## src/rtl/core/adc_sweep_scaler_time_binner_top_defines.svh

```systemverilog
// Assertion macros shared by the sweep binner RTL.
// Used by files that include this header; expects clk and rst_n in scope.
`ifndef ADC_SWEEP_SCALER_TIME_BINNER_TOP_DEFINES_SVH
`define ADC_SWEEP_SCALER_TIME_BINNER_TOP_DEFINES_SVH

// Same-cycle implication, off during reset.
`define ASTB_ASSERT_IMP(lbl, ante, cons) \
  lbl: assert property (@(posedge clk) disable iff (!rst_n) (ante) |-> (cons)) \
    else $error("astb assertion failed");

// Next-cycle implication, off during reset.
`define ASTB_ASSERT_NXT(lbl, ante, cons) \
  lbl: assert property (@(posedge clk) disable iff (!rst_n) (ante) |=> (cons)) \
    else $error("astb assertion failed");

`endif

```

## src/rtl/core/astb_scale.sv

```systemverilog
// Count scaler: slope (Q16.16) times count, round to an integer, add offset, saturate.
// Three register stages; depends on nothing else.
`default_nettype none
module astb_scale (
  input  wire logic               clk,
  input  wire logic signed [31:0] slope,
  input  wire logic signed [31:0] offset,
  input  wire logic signed [15:0] count,
  output logic signed [31:0]      volts
);

  logic signed [47:0] prod_r;
  logic signed [47:0] rnd;
  logic signed [31:0] q_r;
  logic signed [32:0] sum;
  logic signed [31:0] volts_r;

  assign rnd = prod_r + 48'sd32768;
  assign sum = 33'(q_r) + 33'(offset);

  always_ff @(posedge clk) begin
    prod_r <= 48'(slope) * 48'(count);
    // floor of the biased value: round to nearest, ties up
    q_r    <= rnd[47:16];
    if (sum[32] != sum[31]) begin
      volts_r <= sum[32] ? 32'sh8000_0000 : 32'sh7FFF_FFFF;
    end else begin
      volts_r <= sum[31:0];
    end
  end

  assign volts = volts_r;

endmodule
`default_nettype wire

```

## config.mk

```make
export PLATFORM = sky130hd
export DESIGN_NAME = astb_scale
export DESIGN_NICKNAME = d
export VERILOG_FILES = /design/src/rtl/core/adc_sweep_scaler_time_binner_top_defines.svh /design/src/rtl/core/astb_scale.sv
export SDC_FILE = /design/constraint.sdc
export NUM_CORES = 1
export LEC_CHECK = 0
export ABC_AREA = 1
export BUFFER_PORTS_ARGS = -buffer_cell sky130_fd_sc_hd__buf_2
export CORE_MARGIN = 2
export CORE_UTILIZATION = 55
export DETAILED_ROUTE_END_ITERATION = 8
export GPL_ROUTABILITY_DRIVEN = 0
export PLACE_DENSITY = 0.71
export SLEW_MARGIN = 10
export SYNTH_ARGS = -nofsm -noshare
export SYNTH_HDL_FRONTEND = slang
export SYNTH_SLANG_ARGS = --single-unit
```

## constraint.sdc

```tcl
create_clock -name clk -period 12.7 [get_ports clk]
set_clock_uncertainty 0.2 [all_clocks]
set_input_delay 0.635 -clock clk [delete_from_list [all_inputs] [get_ports clk]]
set_output_delay 0.635 -clock clk [all_outputs]
set_load 0.01 [all_outputs]
```

# == Yosys cells after proc, flatten, opt, wreduce, memory -nomap -nowiden ==
# Cells that the tools add are included.
# Widths: inputs -> output; s select.
# totals
word_cells,9
output_inout_bits,32
reg_bits,112
input_bits,81
# op_classes
mux,2
n_mul,1
n_addsub,2
n_eq_ne,1
# ops
operator,count
$mux 32,2
$add 48x17->48 const B,1
$mul 32x16->48,1
$add 32x32->33,1
$ne 1x1->1,1

# == Longest topological paths before layout ==
# logic_depth
depth_word,3
mapped_depth,29
depth_no_buf,27

# == Least setup slack after synthesis ==
# Ideal clock, no wire load.
# synth_timing
path_type,input-to-reg
startpoint,in slope[19]
endpoint,reg prod_r[38]
arrival_time_ps,5543
cell_stages,21
path_slack_ps,6842
n_path_buf,2
path_cell_list,clkbuf_1 > clkbuf_1 > nand2_1 > fa_1 > fa_1 > fa_1 > inv_1 > fa_1 > fa_1 > inv_1 > fa_1 > inv_1 > ha_1 > nand2_1 > nor2_1 > inv_1 > nor3_1 > nand3_1 > nand3b_1 > nand4_1 > nand2_1
# synth_via
elab_chain_len,1
# synth_lines
item,line_no,source
start: declaration,astb_scale.sv:6,"input wire logic signed [31:0] slope,"
$mul 32x16->48,astb_scale.sv:22,prod_r <= 48'(slope) * 48'(count);
end signal: assignment,astb_scale.sv:22,
end: declaration,astb_scale.sv:12,logic signed [47:0] prod_r;
# Every way passes these cells.

# == Worst setup path after layout ==
# layout_timing
startpoint,in count[4]
endpoint,reg prod_r[44]
# layout_via
elab_chain_len,1
# layout_lines
item,line_no,source
start: declaration,astb_scale.sv:8,"input wire logic signed [15:0] count,"
$mul 32x16->48,astb_scale.sv:22,
# Every way passes these cells.

==> flow_metrics.env <==
export IMPL_cp_start_kind="primary input"
export IMPL_hp_start="prod_r[47]"
export IMPL_overflow=0
export IMPL_cts_tree="done"
export IMPL_rr_worst_depth=14
export IMPL_port_buffers=112
export IMPL_worstSetupStartpoint="count[4]"
export IMPL_r2r_setup_slack_ns=9.40
export IMPL_vias=20310
export IMPL_cp_max_fo=32
export IMPL_dr_first_iter_drc_count=1351
export IMPL_final_hold_violation_count=0
export IMPL_numCtsBuffers=9
export IMPL_gr_usage_all_layers=0.2937
export IMPL_fmax_mhz=151.8
export IMPL_rr_startpoint="q_r[0]"
export IMPL_clock_sinks=97
export IMPL_grt_pass1_wl_um=105800
export IMPL_start_util=0.5586
export IMPL_cts_max_path_buffers=2
export IMPL_max_slew_worst_pin_slew_ns=1.092
export IMPL_path_cells="buf_2 -> nand2_1 -> inv_1 -> fa_1 -> fa_1 -> inv_1 -> fa_1 -> fa_1 -> fa_1 -> fa_1 -> inv_1 -> ha_1 -> nand2_1 -> nor2_1 -> nand2_1 -> nor4_1 -> nand2_1 -> nand4_1 -> nand2_1"
export IMPL_drive_gt1_frac=0.04874
export IMPL_ant_nets=0
export IMPL_outcome="finished, final reports clean"
export IMPL_drc=0
export IMPL_drtPass1Iterations=6
export IMPL_fin_crit_sh=0.5188
export IMPL_holdBufCountCts=0
export IMPL_layout_min_cycle_time_ns=6.589
export IMPL_drt_wl_total_um=62390
export IMPL_syn_area_um2=24170
export IMPL_max_stage_delay_ns=0.81
export IMPL_finish_net_count=4050
export IMPL_root_buffer="clkbuf_16"
export IMPL_worstSetupPathType="primary input to register"
export IMPL_cp_data_arrival_time_ns=6.59
export IMPL_syn2layout_area_growth_pct=4.763
export IMPL_setup_viol=0
export IMPL_crit_top_cell="fa_1"
export IMPL_die_h_um=213.6
export IMPL_syn_area_per_cell_um2=7.275
export IMPL_grt_max_degree=34
export IMPL_ios=113
export IMPL_synth_seq_area_share=0.08035
export IMPL_fin_tns_setup_ns=0
export IMPL_slowest_stage="fa_1"
export IMPL_dieWidth_um=213.6
export IMPL_rsz0062_at_grt="no"
export IMPL_yosys_warnings=0
export IMPL_slew_headroom=0.2699
export IMPL_coreArea_um2=43270
export IMPL_drv_slew=0
export IMPL_rows=76
export IMPL_syn_inst=3322
export IMPL_min_path_cells=1
export IMPL_diodes=0
export IMPL_ys_ff_latch=97
export IMPL_hold_path_class="register to register"
export IMPL_synth_nets=4033
export IMPL_clk_pin_slew_ns=0.07
export IMPL_first_global_vias=21656
export IMPL_required_ns=12.71
export IMPL_maxCapViolations=0
export IMPL_cts_resized_gates=0
export IMPL_grt_antenna_before_repair=0
export IMPL_synth_distinct_cells=35
export IMPL_endpoint_kind="register"
export IMPL_via_per_inst=5.169
export IMPL_postCtsSetupBuffers=0
export IMPL_clock_latency_ns=0.34
export IMPL_die_area_um2=45630
export IMPL_h_tree_depth=3
export IMPL_wire_per_inst_um=15.88
export IMPL_hpwlAfterDp_um=51630
## cell type report
cell class | count | area [um2]
Multi-Input combinational cell | 2156 | 18180
Fill cell | 4065 | 17950
Inverter | 962 | 3611
Sequential cell | 97 | 1942
Tap cell | 585 | 732.0
Timing Repair Buffer | 113 | 568.0
Clock buffer | 9 | 225.2
Clock inverter | 7 | 61.31
## per-layer routing
metal / vias up / wire length, um / GRT usage
met2: 838 / 30410 / 0.5123
met5: - / 0 / 0
met3: 182 / 4191 / 0.03295
met4: 0 / 2410 / 0.1193
li1: 9463 / - / -
met1: 9827 / 25380 / 0.3742
## cell usage after synthesis (all sizes together)
| library cell | instances | share of area |
|---|---|---|
| nand3b | 1 | 0.00031 |
| o21bai | 11 | 0.0034 |
| dfxtp | 97 | 0.080 |
| nand4 | 33 | 0.0085 |
| and2 | 2 | 0.00052 |
| a21oi | 86 | 0.018 |
| o211ai | 1 | 0.00031 |
| a21o | 2 | 0.00062 |
| and3 | 3 | 0.00078 |
| nor4 | 6 | 0.0016 |
| a21boi | 2 | 0.00062 |
| ha | 144 | 0.075 |
| fa | 486 | 0.40 |
| nand3 | 75 | 0.016 |
| xor2 | 47 | 0.017 |
| inv | 962 | 0.15 |
| o21a | 9 | 0.0028 |
| nor3 | 19 | 0.0043 |
| o21ai | 39 | 0.0084 |
| or2 | 12 | 0.0031 |
| clkbuf | 100 | 0.016 |
| nand2 | 982 | 0.15 |
| nor2 | 172 | 0.027 |
| xnor2 | 22 | 0.0080 |
| a31oi | 2 | 0.00052 |
| buf | 7 | 0.0025 |
## per-stage QoR
| step | instances | worst slack (ns) | util | area, um2 | hold WS, ns |
|---|---|---|---|---|---|
| after global placement | 3913 | 5.825 | 0.5785 | 25030 | 0.2602 |
| after CTS | 3929 | 6.127 | 0.5852 | 25320 | 0.2615 |
| after global routing | 3929 | 5.783 | 0.5852 | 25320 | 0.2708 |
| final | 3929 | 6.111 | 0.5852 | 25320 | 0.2654 |
| after floorplan | 3322 | 6.842 | - | 24170 | 0.2128 |
| after detailed placement | 3913 | 5.762 | 0.5785 | 25030 | 0.2547 |
## cell usage in the layout (no fill, tap or decap), drive strengths merged
master and instances:
nand3 75, o21a 9, fa 486, nor3 19
nand2 982, or2 12, clkinv 2, o211ai 1
clkinvlp 2, dfxtp 97, xor2 47, inv 965
o21ai 39, and2 2, xnor2 22, a21boi 2
a31oi 2, clkbuf 9, a21oi 86, nor2 172
nand3b 1, o21bai 11, and3 3, ha 144
nor4 6, buf 113, nand4 33, a21o 2
## cell families (layout without fill, tap and decap cells)
| group | Yosys count | after routing | share of synthesized area |
|---|---|---|---|
| AOI/OAI and AO/OA | 152 | 152 | 0.03479 |
| xor gates and xnor gates | 69 | 69 | 0.02501 |
| adders and majority gates | 630 | 630 | 0.4771 |
| buffers and inverters | 1069 | 1091 | 0.1674 |
| DFF | 97 | 97 | 0.08035 |
| and+or+nand+nor | 1305 | 1305 | 0.2153 |
## worst max-delay path, delay by kind of cell
kind          cells  cell delay [ns]
simple gates      8             1.36
buf+inv           4             0.93
fa+ha+maj         7             3.62
## flip-flops by register name (all words and copies together) (netlist names)
signal / cells
prod_r: 33
q_r: 32
volts: 32
## path summary, 6_finish.rpt
check | endpoint
min | q_r[31]
max reg2reg | volts[10]
min reg2reg | q_r[31]
max | prod_r[44]
Power is not shown: default switching activity piles up to over one toggle a cycle in this logic, so the estimate is an artifact.
