==> config.mk <==
export PLATFORM = sky130hd
export DESIGN_NAME = astb_rem_unit
export DESIGN_NICKNAME = d
export VERILOG_FILES = /design/src/rtl/core/astb_pkg.sv /design/src/rtl/core/astb_rem_unit.sv
export VERILOG_INCLUDE_DIRS = /design/src /design/src/rtl/core
export SDC_FILE = /design/constraint.sdc
export NUM_CORES = 1
export LEC_CHECK = 0
export CORE_AREA = 2 2 110 112
export DETAILED_ROUTE_END_ITERATION = 8
export DIE_AREA = 0 0 112 114
export DONT_BUFFER_PORTS = 1
export PLACE_DENSITY = 0.67
export SYNTH_ARGS = -nofsm -noshare
export SYNTH_HDL_FRONTEND = slang
export SYNTH_SLANG_ARGS = --single-unit
==> constraint.sdc <==
create_clock -name clk -period 5.3 [get_ports clk]
set_input_delay 0.265 -clock clk [delete_from_list [all_inputs] [get_ports clk]]
set_output_delay 0.265 -clock clk [all_outputs]
set_load 0.01 [all_outputs]
==> src/rtl/core/adc_sweep_scaler_time_binner_top_defines.svh <==
// Assertion macros shared by the sweep binner RTL.
// Used by files that include this header; expects clk and rst_n in scope.
`ifndef ADC_SWEEP_SCALER_TIME_BINNER_TOP_DEFINES_SVH
`define ADC_SWEEP_SCALER_TIME_BINNER_TOP_DEFINES_SVH

// Same-cycle implication, off during reset.
`define ASTB_ASSERT_IMP(lbl, ante, cons) \
  lbl: assert property (@(posedge clk) disable iff (!rst_n) (ante) |-> (cons)) \
    else $error("astb assertion failed");

// Next-cycle implication, off during reset.
`define ASTB_ASSERT_NXT(lbl, ante, cons) \
  lbl: assert property (@(posedge clk) disable iff (!rst_n) (ante) |=> (cons)) \
    else $error("astb assertion failed");

`endif

==> src/rtl/core/astb_pkg.sv <==
// Shared types and constants of the sweep scaler / time binner.
// No dependencies.
`default_nettype none
package astb_pkg;

  localparam logic [1:0] OP_SAMPLE    = 2'd0;
  localparam logic [1:0] OP_WR_CHAN   = 2'd1;
  localparam logic [1:0] OP_WR_GROUP  = 2'd2;

  localparam logic [0:0] CFG_CHANNELS_IN_SWEEP = 1'b0;
  localparam logic [0:0] CFG_SWEEP_PERIOD_US   = 1'b1;

  localparam logic signed [15:0] MISSING_COUNT = 16'sh8000;

  localparam int TIME_W    = 64;
  localparam int PERIOD_W  = 20;
  localparam int DIV_STEPS = 64;

  typedef struct packed {
    logic start;
  } div_ctl_t;

  typedef struct packed {
    logic busy;
    logic done;
  } div_sts_t;

endpackage
`default_nettype wire

==> src/rtl/core/astb_rem_unit.sv <==
// Bit-serial remainder unit: 64-bit dividend by 20-bit divisor, one bit a cycle.
// Depends on astb_pkg and the assertion header.
`default_nettype none
`include "adc_sweep_scaler_time_binner_top_defines.svh"
module astb_rem_unit
  import astb_pkg::*;
(
  input  wire logic                clk,
  input  wire logic                rst_n,
  input  wire div_ctl_t            ctl,
  input  wire logic [TIME_W-1:0]   dividend,
  input  wire logic [PERIOD_W-1:0] divisor,
  output div_sts_t                 sts,
  output logic [PERIOD_W-1:0]      rem
);

  logic                busy_r;
  logic                done_r;
  logic [5:0]          step_r;
  logic [TIME_W-1:0]   dvd_r;
  logic [PERIOD_W-1:0] dvs_r;
  logic [PERIOD_W-1:0] rem_r;
  logic [PERIOD_W:0]   partial;
  logic [PERIOD_W:0]   diff;
  logic                ge;

  assign partial = {rem_r, dvd_r[TIME_W-1]};
  assign ge      = partial >= {1'b0, dvs_r};
  assign diff    = partial - {1'b0, dvs_r};

  always_ff @(posedge clk) begin
    if (!rst_n) begin
      busy_r <= 1'b0;
      done_r <= 1'b0;
    end else begin
      done_r <= 1'b0;
      if (ctl.start) begin
        busy_r <= 1'b1;
        step_r <= '0;
        rem_r  <= '0;
        dvd_r  <= dividend;
        dvs_r  <= divisor;
      end else if (busy_r) begin
        rem_r  <= ge ? diff[PERIOD_W-1:0] : partial[PERIOD_W-1:0];
        dvd_r  <= {dvd_r[TIME_W-2:0], 1'b0};
        step_r <= step_r + 6'd1;
        if (step_r == 6'(DIV_STEPS - 1)) begin
          busy_r <= 1'b0;
          done_r <= 1'b1;
        end
      end
    end
  end

  assign sts.busy = busy_r;
  assign sts.done = done_r;
  assign rem      = rem_r;

  `ASTB_ASSERT_IMP(a_start_idle, ctl.start, !busy_r)
  `ASTB_ASSERT_NXT(a_done_pulse, done_r, !done_r && !busy_r)
  `ASTB_ASSERT_IMP(a_rem_bound, done_r, rem_r < dvs_r)

endmodule
`default_nettype wire

; After elaboration in Yosys (flattened, before gate mapping)
; Index checks and enable logic that the tools add are counted.
[classes]
addsub = 2
n_lt_le_gt_ge = 1
n_eq_ne = 1
n_mux = 9
n_bitwise = 2
reduce_logical = 4
[op_table]
columns = cell, count
row1 = 64-bit 2-to-1 mux, 2
row2 = 20-bit 2-to-1 mux, 2
row3 = 21-bit by 20-bit greater-or-equal comparator with 1-bit output, 1
row4 = 20-bit subtractor, 1
row5 = 6-bit by 1-bit adder with 6-bit output (second input constant), 1
row6 = 6-bit equality test (second input constant), 1
row7 = 6-bit 2-to-1 mux, 1
row8 = 1-bit 2-to-1 mux, 4
row9 = 2-bit AND reduction, 2
row10 = 3-bit OR reduction, 1
row11 = 1-bit inverter, 2
row12 = 2-bit nonzero test, 1
[word_totals]
register_bits = 112

; Logic depth before layout (Yosys ltp)
[logic_depth]
depth_word = 4
depth_mapped = 12

; Worst setup path after synthesis
; No wires, ideal clock.
[synth_path]
path_type = in2reg
startpoint = input port ctl
endpoint = register dvd_r[0], enable pin
setup_time_ps = 456
arrival_time_ps = 2653
required_time_ps = 4844
path_slack_ps = 2191
cell_stages = 2
n_path_buf = 1
path_cell_list = clkbuf_1 -> o21a_1
[synth_between]
elab_chain_cells = 2
[synth_rtl]
columns = item, line_no
row1 = start: declaration, astb_rem_unit.sv:10  ; input wire div_ctl_t ctl,
row2 = 2-bit nonzero test (no line), -
row3 = 2-bit AND reduction (no line), -
row4 = end signal: assignment, astb_rem_unit.sv:41  ; dvd_r <= dividend;
row5 = end signal: assignment, astb_rem_unit.sv:45  ; dvd_r <= {dvd_r[TIME_W-2:0], 1'b0};
row6 = end: declaration, astb_rem_unit.sv:20  ; logic [TIME_W-1:0] dvd_r;
; Every way passes these cells.
; A chain may end at the register's enable or synchronous reset.

; Final worst setup path
[layout_path]
startpoint = register rem_r[2] (netlist: rem[2])
endpoint = register rem_r[14] (netlist: rem[14]) (data pin)
[layout_between]
elab_chain_cells = 3
[layout_rtl]
columns = item, line_no
row1 = start: declaration, astb_rem_unit.sv:22  ; logic [PERIOD_W-1:0] rem_r;
row2 = start signal: assignment, astb_rem_unit.sv:44  ; rem_r <= ge ? diff[PERIOD_W-1:0] : partial[PERIOD_W-1:0];
row3 = 20-bit subtractor or 21-bit by 20-bit greater-or-equal comparator with 1-bit output (tied branches), "astb_rem_unit.sv:29, astb_rem_unit.sv:28"
row4 = 20-bit 2-to-1 mux *, astb_rem_unit.sv:44
row5 = 20-bit 2-to-1 mux *, astb_rem_unit.sv:43  ; end else if (busy_r) begin
; Every way passes the cells marked *; elsewhere a longest branch is shown, timed or not. The select of a mux whose other input is x is not followed.

==> out/qor.yml <==
timing:
  fmax_mhz: 333
  worst_pin_slew_ns: 1.03
  period_minus_slack_ns: 3.01
  fin_tns_setup_ns: 0
  finalSetupViolCount: 0
  drv_slew: 0
  slew_headroom_pct: 31.4
  final-hold-violation-count: 0
  rsz0062_at_grt: "false"
  skew_ns: 0.00666
  fin_crit_sh_pct: 56.7
finish:
  area_growth_pct: 11.3
  mostFrequentLayoutCell: "edfxtp_1"
  nets: 540
  drive_gt1_share_pct: 20.2
  layout_common_cells: "edfxtp_1, mux2_2, nor2_1, inv_1"
  fill_cells: 1019
  fin_cells: 584
  fin_area_um2: 6310
critical_path:
  cp-end-kind: "flop"
  r2r-end: "rem[14]"
  max_stage_delay_ns: 0.50
  cp-start-kind: "flop"
  worstPathArrival_ns: 3.12
  path_common_cell: "a21oi_2"
  cp_cell_sequence: "ha_1 -> a21o_1 -> a21oi_2 -> a21oi_2 -> o41ai_4 -> o211ai_4 -> nand2_2 -> mux2i_1 -> nor2_1"
  critPathBufInv: 0
  crit_family: "compound AO/OA/AOI/OAI gates"
  cp-endpoint: "rem[14]"
  rr_startpoint: "rem[2]"
  crit_cells: 9
  regToRegSetupSlack_ns: 2.29
  worstRegToRegCells: 9
  critPathSlowestCell: "nand2_2"
  critPathRequiredTime_ns: 5.41
  critPathMaxFanout: 20
  path_class: "flop to flop"
  crit_start: "rem[2]"
run_status:
  status: "complete, no violations"
pwr:
  p_per_area_nw_per_um2: 349
  ir_drop_uv: 305
  leakage_nw: 2.29
floorplanning:
  ios: 109
  die_h_um: 114
  die_w_um: 112
  start_util_pct: 48.4
  die-area_um2: 12800
  core-area_um2: 11700
  num_rows: 40
route:
  final_antenna_net_count: 0
  vias: 3256
  dr.pass1.iters: 4
  vias_per_cell: 5.58
  route.detailed.drc: 0
  wl_um: 10300
  wl_per_cell_um: 17.7
  drtIter0Drc: 171
global_route:
  grt_max_degree: 94
  gr-total-overflow: 0
  grt_pass1_wl_um: 16500
  antenna_found_initial: 1
  grt_pass1_vias: 3332
  grt_use_total_pct: 16.7
cts:
  cts_tree: "built"
  numClockSinks: 112
  cts_setup_buffers: 0
  clock_path_buffers: 2
  numCtsBuffers: 9
  path_clk_slew_ns: 0.08
  clock_latency_ns: 0.36
  h-tree-depth: 3
  clock-root-buffer: "clkbuf_16"
min_path:
  hp-class: "primary input to flop"
synthesis:
  yosys_warnings: 0
  synth_area_leader_cell: "edfxtp_1"
  syn_area_um2: 5670
  synth_top_area_share_pct: 58.3
  ys_seq_elements: 112
  synth_edf_count: 110
  syn_avg_cell_area_um2: 13.7
  synth-async-reset-ratio_pct: 0
  syn_nets: 523
  yosysUniqueCellTypes: 50
  ys.flop_type: "edfxtp_1"
  ys_seq_area_share_pct: 59.0
  synthTopCellsByArea: "edfxtp_1, mux2_2, ha_1, mux2i_1, a21oi_1"
  synth_cells: 414
placement:
  gp_congestion: 0.813
  post-place-cells: 546
  portBuffers: 0
  dp_hpwl_um: 7020
  dpl_cell_area_um2: 5780
run:
  drv_cap: 0
logic make-up after synthesis:
group	count (synthesis)	synth area share [%]
adders and majority gates	22	4.99
DFF	112	59.0
muxes	79	15.3
AOI/OAI and AO/OA	65	8.13
xor gates and xnor gates	18	2.78
and+or+nand+nor	79	6.74
buffers and inverters	39	3.00
per-stage QoR:
stage               hold slack, ns  utilization, %  total power, mW  setup slack (ns)
global placement             0.355            49.4             1.49              2.35
floorplan                    0.364               -             1.44              2.19
detailed placement           0.364            49.4             1.50              2.30
global route                0.0273            53.8             2.30              2.09
finish                      0.0400            53.9             2.20              2.29
CTS                         0.0312            53.8             2.22              2.28
worst register-to-register path, stage by stage (launching register included):
cell and delay [ns]:
edfxtp_1 0.47, ha_1 0.40, a21o_1 0.21, a21oi_2 0.16, a21oi_2 0.09, o41ai_4 0.44
o211ai_4 0.17, nand2_2 0.50, mux2i_1 0.27, nor2_1 0.06
power breakdown:
part	internal (mW)	switching (mW)
combinational	0.181	0.209
clock	0.378	0.331
sequential	1.06	0.0416
cell type report:
| cell class | instances | area, um2 | share of cell area (%) |
|---|---|---|---|
| diodes | 1 | 2.50 | 0.0397 |
| clock buffers | 9 | 225 | 3.57 |
| clock inverters | 7 | 88.8 | 1.41 |
| inverters | 23 | 86.3 | 1.37 |
| multi-input cells | 263 | 2160 | 34.2 |
| flip-flops and latches | 112 | 3340 | 53.0 |
| well taps | 147 | 184 | 2.92 |
| repair buffers | 22 | 218 | 3.45 |
per-layer routing:
layer | part of all wire [%] | track usage [%] | wire length, um
met1 | 40 | 18.4 | 4110
met2 | 49 | 27.9 | 5090
met3 | 9.3 | 8.93 | 960
met4 | 1.7 | 5.61 | 181
met5 | 0 | 0 | 0
what timing repair did:
action / 4_1_cts / 5_1_grt
hold buffers: 21 / 0
endpoints found under the hold margin: 21 / 0
resized for setup: 0 / 0
how the worst min path moves through the flow:
| stage | endpoint | startpoint | slack (ns) | cells past startpoint |
|---|---|---|---|---|
| finish | done_r | rst_n | 0.04 | 2 |
| global route | done_r | rst_n | 0.03 | 2 |
| CTS | done_r | rst_n | 0.03 | 2 |
| detailed placement | done_r | ctl | 0.36 | 1 |
| global placement | done_r | ctl | 0.36 | 1 |
| floorplan | dvs_r[0] | divisor[0] | 0.36 | 0 |
sequential cells by signal, summed over array words and instances, names as in the netlist:
signal	count
dvs_r	20
rem	20
done_r	1
busy_r	1
step_r	6
dvd_r	64
Yosys cell counts (2+ instances only):
cell,instances
nor4_1,2
and2_1,3
ha_1,21
mux2i_1,16
o21a_1,5
inv_1,23
edfxtp_1,110
clkbuf_1,7
nand4_1,3
dfxtp_1,2
a211oi_1,2
a21oi_1,21
buf_1,4
or3_1,2
o21bai_1,2
nor2b_1,4
buf_6,2
buf_4,2
nand2b_1,3
nor3_1,5
nand3_1,7
a21o_1,6
xnor2_1,7
a31oi_1,2
nand2_1,17
xor2_1,11
o221ai_1,3
o21ai_1,2
nor2_1,26
o21ai_0,10
mux2_2,63
a21oi_2,3
Power figures use the tool's default switching activity.
